==> src/pit_pkg.sv <==
// Shared constants and types of the point-in-tetrahedron test.
// Used by pit_mac and point_in_tetrahedron_test; depends on nothing.
package pit_pkg;

  // Default coordinate width (signed Q4.12 at 16 bits)
  localparam int COORD_WIDTH_DEF = 16;

  // Threshold register
  localparam int              THRESH_WIDTH = 40;
  localparam logic [39:0]     THRESH_RESET = 40'd6872;

  // Input opcodes
  localparam logic OP_LOAD = 1'b0;
  localparam logic OP_TEST = 1'b1;

  // What the accumulate stage does with the registered product
  typedef enum logic [2:0] {
    ACC_NONE,
    ACC_TRI_FIRST,
    ACC_TRI_ADD,
    ACC_DET_LO,
    ACC_DET_HI
  } acc_op_e;

  typedef struct packed {
    acc_op_e op;
    logic    first;  // start a new determinant sum
    logic    neg;    // subtract this term
  } acc_ctl_t;

endpackage

==> src/pit_mac.sv <==
// Shared multiplier with its two accumulators (3x3 minor and 4x4 determinant).
// Depends on pit_pkg for the accumulate control struct.
module pit_mac import pit_pkg::*; #(
  parameter int COORD_WIDTH = COORD_WIDTH_DEF
) (
  input  logic                              clk_i,
  input  logic                              rst_ni,
  input  acc_ctl_t                          ctl_i,
  input  logic signed [COORD_WIDTH-1:0]     mul_a_i,
  input  logic signed [COORD_WIDTH+2:0]     mul_b_i,
  output logic signed [2*COORD_WIDTH+2:0]   tri_o,
  output logic signed [3*COORD_WIDTH+5:0]   det_o
);

  localparam int ProdW   = 2 * COORD_WIDTH + 3;
  localparam int DetW    = 3 * COORD_WIDTH + 6;
  localparam int HiShift = COORD_WIDTH + 2;

  acc_ctl_t                ctl_q;
  logic signed [ProdW-1:0] prod_d, prod_q;
  logic signed [ProdW-1:0] tri_d, tri_q;
  logic signed [DetW-1:0]  det_d, det_q;
  logic signed [DetW-1:0]  term, base, sum, dif;

  // Multiply stage
  assign prod_d = mul_a_i * mul_b_i;

  // Accumulate stage: minor sum and determinant sum
  always_comb begin
    term = DetW'(prod_q);
    if (ctl_q.op == ACC_DET_HI) begin
      term = term <<< HiShift;
    end
    base  = ctl_q.first ? '0 : det_q;
    sum   = base + term;
    dif   = base - term;
    tri_d = tri_q;
    det_d = det_q;
    case (ctl_q.op)
      ACC_TRI_FIRST: tri_d = prod_q;
      ACC_TRI_ADD:   tri_d = tri_q + prod_q;
      ACC_DET_LO,
      ACC_DET_HI:    det_d = ctl_q.neg ? dif : sum;
      default:       ;
    endcase
  end

  // Hold the operation tag alongside its product
  always_ff @(posedge clk_i or negedge rst_ni) begin
    if (!rst_ni) begin
      ctl_q <= '{op: ACC_NONE, first: 1'b0, neg: 1'b0};
    end else begin
      ctl_q <= ctl_i;
    end
  end

  always_ff @(posedge clk_i) begin
    prod_q <= prod_d;
    tri_q  <= tri_d;
    det_q  <= det_d;
  end

  assign tri_o = tri_q;
  assign det_o = det_q;

endmodule

==> config.mk <==
export PLATFORM = sky130hd
export DESIGN_NAME = pit_mac
export DESIGN_NICKNAME = d
export VERILOG_FILES = /design/src/pit_pkg.sv /design/src/pit_mac.sv
export SDC_FILE = /design/constraint.sdc
export NUM_CORES = 1
export LEC_CHECK = 0
export BUFFER_PORTS_ARGS = -buffer_cell sky130_fd_sc_hd__buf_2
export CAP_MARGIN = 0
export CELL_PAD_IN_SITES_DETAIL_PLACEMENT = 0
export CELL_PAD_IN_SITES_GLOBAL_PLACEMENT = 1
export CORE_AREA = 2 2 206 208
export CTS_CLUSTER_DIAMETER = 80
export DETAILED_ROUTE_END_ITERATION = 6
export DIE_AREA = 0 0 208 210
export HOLD_SLACK_MARGIN = 0.03
export PLACE_DENSITY = 0.92
export SLEW_MARGIN = 0
export SYNTH_ARGS = -nofsm -noshare
export SYNTH_HDL_FRONTEND = slang
export SYNTH_SLANG_ARGS = --single-unit
==> constraint.sdc <==
create_clock -name clk_i -period 18 [get_ports clk_i]
set_input_delay 2.7 -clock clk_i [delete_from_list [all_inputs] [get_ports clk_i]]
set_output_delay 2.7 -clock clk_i [all_outputs]
set_load 0.02 [all_outputs]
==> impl_results.md, run 1 <==
* Worst path slowest cell: a2111oi_0
* Commonest non-fill, non-tap cells in the layout: 380 x inv_1, 306 x fa_1, 279 x nand2_1
* Count of flip-flops with a built-in enable after synthesis at 89
* Hold Path Stages at 2
* Clock buffer depth at 2
* Routed length per instance at 18.57 µm
* PortBufs at 130
* Post-DP HPWL at 45520 µm
* Critical path class: in -> reg
* Worst Tran Pin Value at between 1000 and 1500 ps
* Min-Delay Path Class: reg -> reg
* Most Frequent Cell on Critical Path: fa_1
* Crit-path max cell delay at just over 900 ps
* Ant diodes at 0
* Mapped Area at 21760 µm²
* Initial Util at 52.47%
* CP endpoint kind: flop
* Initial antenna violation count at 0
* Setup violators final at 0
* Post-Syn Area per Cell at between 8 and 9 µm²
* Leading cell type in the layout, fill and taps excluded: inv_1
* Setup Skew at 11.71 ps
* Hold Buf Count CTS at 0
* CP delay by family, top: adder cells
* Data required, critical path at 18340 ps
* Ys async rst share at 3.876%
* Final worst slack at 8968 ps
* Post-Layout Cell Count at 3089
* Critical Path Start Type: primary input
* Buffers & Inverters on Critical Path at 4
* CTS tree: done
* Final Max Tran Viols at 0
* Total clock buffers created by CTS at 17
* CTS resizes at 0
* Post-synth top flop: edfxtp_1
* Core Box Area at between 40000 and 50000 µm²
* FF-to-FF setup slack at between 10000 and 15000 ps
* Critical-path cell list: buf_2, nand2_1, fa_1, fa_1, fa_1, fa_1, inv_1, fa_1, inv_1, fa_1, inv_1, ha_1, nand4_1, a211oi_1, a221oi_1, a2111oi_0, o2111ai_1, a31oi_1, a21o_1, a21o_1, a21oi_1, xnor2_1
* FF-to-FF Start: ctl_q[3]
* Synthesized flop and latch total at 129
* CP max FO at 19
* Max_cap viols at 0
* WHS Endpoint: tri_o[27]
* DR pass1 iterations at 6
* DIE WIDTH at 208 µm
* Grt ovf at 0
* Unrepaired setup endpoints after global routing: false
* Vias post-DR at 17720
* Clock slew seen by the registers of the worst setup and hold paths at 60 ps
* Post-DR vias/cell at roughly 5.7
* Register area share after synthesis at around 16%
* # Post-CTS Setup Buffers at 0
* Pre-CTS setup slack at between 8000 and 9000 ps
* Reg2Reg Depth at 22
* Area growth, synth to finish at 7.198%
* Placed cell count at approximately 3100
* Crit share post-route at 50.18%
* Syn nets at 3002
* All-Layer GR Usage at a little over a quarter
* FILL cells at 3711
* Setup TNS at 0 ps
* Area of the die at 43680 µm²
* Die height at 210 µm
* CP Data Arrival Time at 9370 ps
* # clock sinks at 129
* FF-to-FF End: det_o[51]
* H-Tree Depth at 4
* CP Launch Point: mul_a_i[3]
* Placer Congestion at a little over 0.9
* YS warnings at 0
* Largest net degree at the start of global routing at 71
* Remaining antenna violation count at 0
* Relative slew slack at 24.48%
* Max Fclk at 110.7 MHz
* Row count at 75
* Synth unique cells at 69
* Drt drc at 0
* Cell count after synthesis at 2478
* Vias in the first global route at 18080
* Final WL at 57360 µm
* I/O pin cnt at 131
* Clock root cell: clkbuf_16
* Final min period at 9032 ps
* First-pass GRT wire length at 94070 µm
* Initial DRC Count at 1085
* Status: finished clean
* Fraction of layout cells with a size suffix above 1 at 7.333%
* Nets@finish at between 3000 and 4000
* Hold_sp: prod_q[27]
* Later-pin clock latency in the skew report at between 400 and 500 ps
* Final hold violations at 0
## metal layers
metal / global-route usage, % / vias up / share of wire [%]
met3: 3.784 / 134 / 7.1
met1: 35.94 / 8667 / 42
met5: 0 / - / 0
li1: - / 8210 / -
met4: 9.342 / 0 / 3.4
met2: 44.99 / 707 / 47
## Yosys cell counts (11+ instances only)
library cell | instances | share of area (%)
nand2b_1 | 18 | 0.52
edfxtp_1 | 89 | 12
nand2_1 | 281 | 4.8
buf_1 | 12 | 0.21
xnor2_1 | 81 | 3.3
a31oi_1 | 19 | 0.55
nand3_1 | 30 | 0.69
nor2_1 | 129 | 2.2
nand4_1 | 16 | 0.46
and3_1 | 11 | 0.32
a211oi_1 | 20 | 0.69
or3_1 | 12 | 0.34
fa_1 | 306 | 28
inv_1 | 380 | 6.6
o21a_1 | 20 | 0.69
a21o_1 | 56 | 1.9
nor2b_1 | 63 | 1.8
o21bai_1 | 15 | 0.52
ha_1 | 176 | 10
o21ai_0 | 97 | 2.2
mux2i_1 | 16 | 0.74
a21oi_1 | 147 | 3.4
and2_1 | 149 | 4.3
o31ai_1 | 17 | 0.59
dfxtp_1 | 35 | 3.2
xor2_1 | 71 | 2.9
nor3_1 | 26 | 0.60
clkbuf_1 | 82 | 1.4
## sequential cells by signal (all words and copies together), names as in the netlist
signal and count:
ctl_q 5, tri_o 35, det_o 54, prod_q 35
## how the worst max path moves through the flow
stage	end	slack (ps)	cells after the start
after floorplan	prod_q[32]	9060	23
after global placement	prod_q[32]	8640	23
after detailed placement	prod_q[32]	8530	22
after CTS	prod_q[32]	9000	22
after global routing	prod_q[32]	8740	22
final	prod_q[32]	8970	22
## cell type report
class	count	area (µm²)	share of cell area, %
sequential	129	3498	15.00
inverter	380	1426	6.114
multi-input combinational	1873	16480	70.66
clock buffer	19	442.9	1.899
clock inverter	13	106.4	0.4559
timing repair buffer	136	695.7	2.982
tap	539	674.4	2.891
## worst register-to-register path, stage by stage, from the launching register on
cell,delay [ps]
dfrtp_1,440
or3b_2,480
buf_4,340
nand2_1,250
ha_1,220
o21ai_0,160
a221oi_1,580
o21a_1,310
and2_1,280
nand2_1,110
nor3_1,210
o311ai_0,140
a32oi_1,380
ha_1,360
nand3_1,100
nor2_1,190
nand4_1,180
a2111oi_0,960
o21ai_0,250
a31oi_1,260
o21a_1,150
nor2_1,50
xnor2_1,120
## cell families after synthesis
logic type | count (synthesis) | synth area share [%]
xor gates and xnor gates | 152 | 6.117
and+or+nand+nor | 760 | 16.96
muxes | 17 | 0.7877
adders and majority gates | 482 | 38.27
buffers and inverters | 476 | 8.233
AOI/OAI and AO/OA | 462 | 13.56
DFF | 129 | 16.08
## through the flow
step	utilization [%]	cell area (µm²)	hold WS, ps
finish	56.24	23330	679.7
global route	56.24	23330	722.8
CTS	56.24	23330	674.0
detailed placement	54.92	22780	663.8
global placement	54.92	22780	645.2
floorplan	-	21760	572.8
Power of run 1 is not shown: default switching activity piles up to over one toggle a cycle in this logic, so the estimate is an artifact.
==> run 2: changes to the inputs <==
CORE_AREA = 2 2 223 225   (was 2 2 206 208)
DIE_AREA = 0 0 225 227   (was 0 0 208 210)
PLACE_DENSITY = 0.84   (was 0.92)
clock period = 8.05 ns   (was 18 ns; I/O delays follow)
==> run 2 against run 1 <==
Effect of this change:
- first-iteration DRC count grew 2.4%
- die area grew 17%
- via count shrank 0.76%
- register-to-register slack lost 9500 ps
- utilization shrank 7.8 points
- clock skew grew 2.9 ps
- critical path depth grew 2
- routed wire length grew 1.5%
- final cell count grew 2.9%
- sequential cell count is the same
- global-route usage shrank 3.3 points
- worst hold slack lost 110 ps
- highest routed layer unchanged
==> impl_results.md, run 2 (synthesized netlist as in run 1, its figures left out) <==
* Status: finished clean
* Vias in the first global route at 18170 (+0.47%)
* Commonest non-fill, non-tap cells in the layout: 380 x inv_1, 306 x fa_1, 279 x nand2_1
* FF-to-FF setup slack at 1680 ps (-9530 ps)
* Unrepaired setup endpoints after global routing: false
* Max_cap viols at 0 (unchanged)
* Ant diodes at 0 (unchanged)
* Worst path slowest cell: fa_1
* Initial DRC Count at 1111 (+2.4%)
* CP max FO at 16 (-3)
* DIE WIDTH at 225 µm (+8.2%)
* H-Tree Depth at 4 (unchanged)
* Min-Delay Path Class: in -> async
* All-Layer GR Usage at 23.60% (-3.3 points)
* Setup Skew at 14.58 ps (+2.871 ps)
* Total clock buffers created by CTS at 17 (unchanged)
* # clock sinks at 129 (unchanged)
* Clock root cell: clkbuf_16
* FF-to-FF Start: ctl_q[3]
* Setup violators final at 0 (unchanged)
* Data required, critical path at 8420 ps (-9920 ps)
* WP depth at 24 (+9.1%)
* Post-DR vias/cell at 5.533 (-3.5%)
* Later-pin clock latency in the skew report at 440 ps (about the same)
* CTS tree: done
* FF-to-FF End: det_o[53]
* Buffers & Inverters on Critical Path at 6 (+2)
* Fraction of layout cells with a size suffix above 1 at 7.590% (+0.26 points)
* Vias post-DR at 17580 (-0.76%)
* CP endpoint kind: flop
* Grt ovf at 0 (unchanged)
* Leading cell type in the layout, fill and taps excluded: inv_1
* Final min period at 7221 ps
* Area of the die at 51080 µm² (+17%)
* PortBufs at 130 (unchanged)
* Initial antenna violation count at 0 (unchanged)
* CP Data Arrival Time at 7590 ps (-1780 ps)
* Crit-path max cell delay at 550 ps (-370 ps)
* Reg2Reg Depth at 20 (-9.1%)
* Max Fclk at ~140 MHz
* Initial Util at 44.83% (-7.6 points)
* Critical Path Start Type: primary input
* Hold Buf Count CTS at 0 (unchanged)
* Area growth, synth to finish at 8.032%
* Most Frequent Cell on Critical Path: fa_1
* Nets@finish at 3067 (+0.20%)
* Clock slew seen by the registers of the worst setup and hold paths at 70 ps (about the same)
* Critical-path cell list: buf_2, and2_1, fa_1, inv_1, fa_1, fa_1, fa_1, inv_1, fa_1, inv_1, fa_1, inv_1, ha_1, a21o_1, a21o_1, a221oi_1, a2111oi_0, buf_4, o2111ai_1, a31oi_1, a21o_1, a21o_1, a21oi_1, xnor2_1
* Max FFs per register at 54 (unchanged)
* I/O pin cnt at 131 (unchanged)
* # Post-CTS Setup Buffers at 0 (unchanged)
* CP delay by family, top: adder cells
* Drt drc at 0 (unchanged)
* Remaining antenna violation count at 0 (unchanged)
* Critical path class: in -> reg
* Final worst slack at 828.8 ps (-8140 ps)
* Final Util at 48.43% (-7.8 points)
* Pre-CTS setup slack at 356.7 ps (-8176 ps)
* Largest net degree at the start of global routing at 71 (unchanged)
* Crit share post-route at 89.70%
* Final Max Tran Viols at 0 (unchanged)
* Final instance area at 23510 µm² (+0.78%)
* Placer Congestion at 0.9158 (-2.1%)
* Core Box Area at 48550 µm² (+17%)
* DR pass1 iterations at 5 (-1)
* Final hold violations at 0 (unchanged)
* Worst Tran Pin Value at 1061 ps (-68.10 ps)
* Routed length per instance at 18.31 µm (-1.4%)
* CP Launch Point: mul_b_i[5]
* Relative slew slack at 29.12% (+4.6 points)
* Die height at 227 µm (+8.1%)
* Final WL at 58210 µm (+1.5%)
* Row count at 81 (+8.0%)
* CTS resizes at 0 (unchanged)
* Clock buffer depth at 2 (unchanged)
* First-pass GRT wire length at 95520 µm (+1.5%)
* Post-DP HPWL at 46000 µm (+1.1%)
* Placed cell area at 22930 µm² (+0.68%)
* Setup TNS at 0 ps (unchanged)
## run 2: cell types whose count changed in the layout (fill, tap and decap cells not counted), sizes merged
cell	previous run	this run
buf	136	142
bufinv	1	0
clkinv	4	3
clkinvlp	0	1
inv	388	389
## run 2: final cells by class
| cell class | instances | area (µm²) |
|---|---|---|
| repair buffers | 142 | 740.7 |
| clock inverters | 13 | 112.6 |
| inverters | 380 | 1426 |
| multi-input cells | 1873 | 16490 |
| well taps | 622 | 778.2 |
| fillers | 4616 | 25040 |
| flip-flops and latches | 129 | 3498 |
| clock buffers | 19 | 464.2 |
## run 2: routing by layer
| metal | wire (µm) | up-vias | track usage, % |
|---|---|---|---|
| met4 | 1814 | 0 | 8.225 |
| met2 | 27410 | 575 | 39.88 |
| met1 | 25450 | 8678 | 31.24 |
| li1 | - | 8223 | - |
| met3 | 3529 | 108 | 3.162 |
| met5 | 0 | - | 0 |
## run 2: worst reg2reg max path, stage by stage (launching register included)
cell       delay [ps]
dfrtp_1           450
or3b_2            670
nand2_1           200
ha_1              240
o21ai_0           180
a221oi_1          480
nor2b_1           320
a31oi_1           170
a21oi_1           190
xnor2_1           100
ha_1              410
a2111oi_0         720
o2111ai_1         210
nand2_1           150
a21oi_1           120
a211o_1           310
o21ai_0           290
nand2_1           110
or2_2             310
a311oi_1          360
xnor2_1           120
## run 2: metrics by stage
step / cells / hold WS [ps]
after global routing: 3178 / 560.3
after floorplan: 2478 / 572.8
after CTS: 3178 / 554.2
final: 3178 / 569.7
after detailed placement: 3146 / 703.0
after global placement: 3146 / 700.7
## run 2: worst max-delay path by stage
stage / endpoint / slack [ps]
final: prod_q[32] / 830
after global placement: prod_q[32] / 420
after detailed placement: prod_q[32] / 360
after global routing: prod_q[32] / 480
after CTS: prod_q[32] / 810
after floorplan: prod_q[32] / 600
Power of run 2 is left out for the same reason.
==> run 3: changes to the inputs <==
CORE_AREA = 2 2 249 202   (was 2 2 223 225)
DIE_AREA = 0 0 251 204   (was 0 0 225 227)
==> run 3 against run 2 <==
Effect of this change:
- register-to-register slack gained 140 ps
- sequential share of layout area is essentially flat
- cell area grew 0.22%
- clock skew grew 7.5 ps
- final cell count grew 0.63%
- utilization shrank 0.30 points
- non-clock buffer count grew 4
- sequential cell count is the same
- via count shrank 0.86%
==> impl_results.md, run 3 (synthesized netlist as in run 1, its figures left out) <==
* Crit share post-route at 89.00% (-0.71 points)
* FILL cells at 4728 (+2.4%)
* Largest net degree at the start of global routing at 71 (unchanged)
* Remaining antenna violation count at 0 (unchanged)
* Critical path class: in -> reg
* First-pass GRT wire length at 95490 µm (about the same)
* Nets@finish at 3071 (+0.13%)
* Final Util at 48.13% (-0.30 points)
* Later-pin clock latency in the skew report at 460 ps (+20 ps)
* Clock slew seen by the registers of the worst setup and hold paths at 60 ps (about the same)
* Critical Path Start Type: primary input
* H-Tree Depth at 4 (unchanged)
* Leading cell type in the layout, fill and taps excluded: inv_1
* Unrepaired setup endpoints after global routing: false
* Area growth, synth to finish at 8.273%
* Worst Tran Pin Value at 1155 ps (+94.72 ps)
* Vias in the first global route at 18360 (+1.1%)
* Setup violators final at 0 (unchanged)
* CP endpoint kind: flop
* Most Frequent Cell on Critical Path: fa_1
* Setup Skew at 22.12 ps (+7.539 ps)
* Reg2Reg Depth at 20 (unchanged)
* Max FFs per register at 54 (unchanged)
* Row count at 73 (-9.9%)
* Post-DR vias/cell at 5.451 (-1.5%)
* PortBufs at 130 (unchanged)
* CTS tree: done
* All-Layer GR Usage at 23.39% (-0.21 points)
* # clock sinks at 129 (unchanged)
* Setup TNS at 0 ps (unchanged)
* Initial antenna violation count at 0 (unchanged)
* Grt ovf at 0 (unchanged)
* Initial DRC Count at 1281 (+15%)
* CP max FO at 19 (+3)
* Relative slew slack at 21.97% (-7.2 points)
* CP Data Arrival Time at 7550 ps (-40 ps)
* Drt drc at 0 (unchanged)
* Min-Delay Path Class: in -> async
* Area of the die at 51200 µm² (+0.25%)
* Fraction of layout cells with a size suffix above 1 at 7.813% (+0.22 points)
* Final WL at 56750 µm (-2.5%)
* Die height at 204 µm (-10%)
* Initial Util at 44.45% (-0.38 points)
* Hold Buf Count CTS at 0 (unchanged)
* # Post-CTS Setup Buffers at 0 (unchanged)
* Critical-path cell list: buf_2, nand2_1, fa_1, inv_1, fa_1, inv_1, fa_1, inv_1, fa_1, fa_1, inv_1, fa_1, inv_1, ha_1, a21o_1, a21o_1, a21oi_1, o21a_1, o31ai_1, a211oi_1, o21ai_0, a21o_1, a21oi_1, xnor2_1
* Clock buffer depth at 2 (unchanged)
* Final min period at 7164 ps (-56.82 ps)
* Routed length per instance at 17.74 µm (-3.1%)
* DR pass1 iterations at 5 (unchanged)
* Placer Congestion at 0.9021 (-1.5%)
* Clock root cell: clkbuf_16
* CTS resizes at 0 (unchanged)
* Vias post-DR at 17430 (-0.86%)
* Max_cap viols at 0 (unchanged)
* Commonest non-fill, non-tap cells in the layout: 380 x inv_1, 306 x fa_1, 279 x nand2_1
* Post-DP HPWL at 45470 µm (-1.2%)
* Final Max Tran Viols at 0 (unchanged)
* Crit-path max cell delay at 550 ps (about the same)
* I/O pin cnt at 131 (unchanged)
* Final hold violations at 0 (unchanged)
* DIE WIDTH at 251 µm (+12%)
* Worst path slowest cell: fa_1
* Max Fclk at 139.6 MHz (+0.79%)
* Total clock buffers created by CTS at 17 (unchanged)
* Status: finished clean
* Data required, critical path at 8430 ps (about the same)
* Core Box Area at 48960 µm² (+0.85%)
## run 3: cell count changes in the layout (fill, tap and decap cells not counted), sizes merged
cell      before  now
buf          142  146
diode          0    1
bufinv         0    1
clkinvlp       1    2
clkbuf        19   17
## run 3: worst paths after layout
path | start | to | slack (ps)
setup / recovery | mul_a_i[7] | prod_q[31] | 890
hold / removal | rst_ni | ctl_q[4] | 560
setup reg to reg | ctl_q[3] | det_o[53] | 1820
hold reg to reg | prod_q[18] | tri_o[18] | 750
max in group asynchronous | rst_ni | ctl_q[0] | 7350
min in group clk_i | prod_q[18] | tri_o[18] | 750
## run 3: metal layers
layer	up-vias	wire length, µm	track usage, %	part of all wire, %
met5	-	0	0	0
met4	0	1347	6.186	2.4
met3	72	3429	3.770	6.0
met2	491	25870	38.14	46
met1	8619	26100	32.47	46
li1	8251	-	-	-
## run 3: layout make-up
class	count	area, µm²	share of cell area, %
multi-input cells	1873	16490	69.98
flip-flops and latches	129	3501	14.86
inverters	380	1426	6.054
well taps	637	797.0	3.383
repair buffers	146	770.7	3.271
clock buffers	17	425.4	1.805
clock inverters	15	150.1	0.6372
diodes	1	2.502	0.01062
## run 3: per-stage QoR
stage / hold slack, ps / cell area (µm²) / cells / setup WS, ps
global placement: 699.6 / 22980 / 3165 / 504.9
global route: 554.3 / 23560 / 3197 / 550.8
finish: 560.1 / 23560 / 3198 / 885.6
floorplan: 572.8 / 21760 / 2478 / 603.0
detailed placement: 706.0 / 22980 / 3165 / 480.6
CTS: 546.1 / 23560 / 3197 / 941.7
## run 3: worst max-delay path: cells and delay by family
kind / cells / cell delay (ps)
buffers and inverters: 6 / 580
AND/OR/NAND/NOR: 1 / 140
XOR/XNOR: 1 / 130
AO/OA/AOI/OAI: 9 / 2010
adder cells (fa/ha/maj): 7 / 3440
Power of run 3 is left out for the same reason.
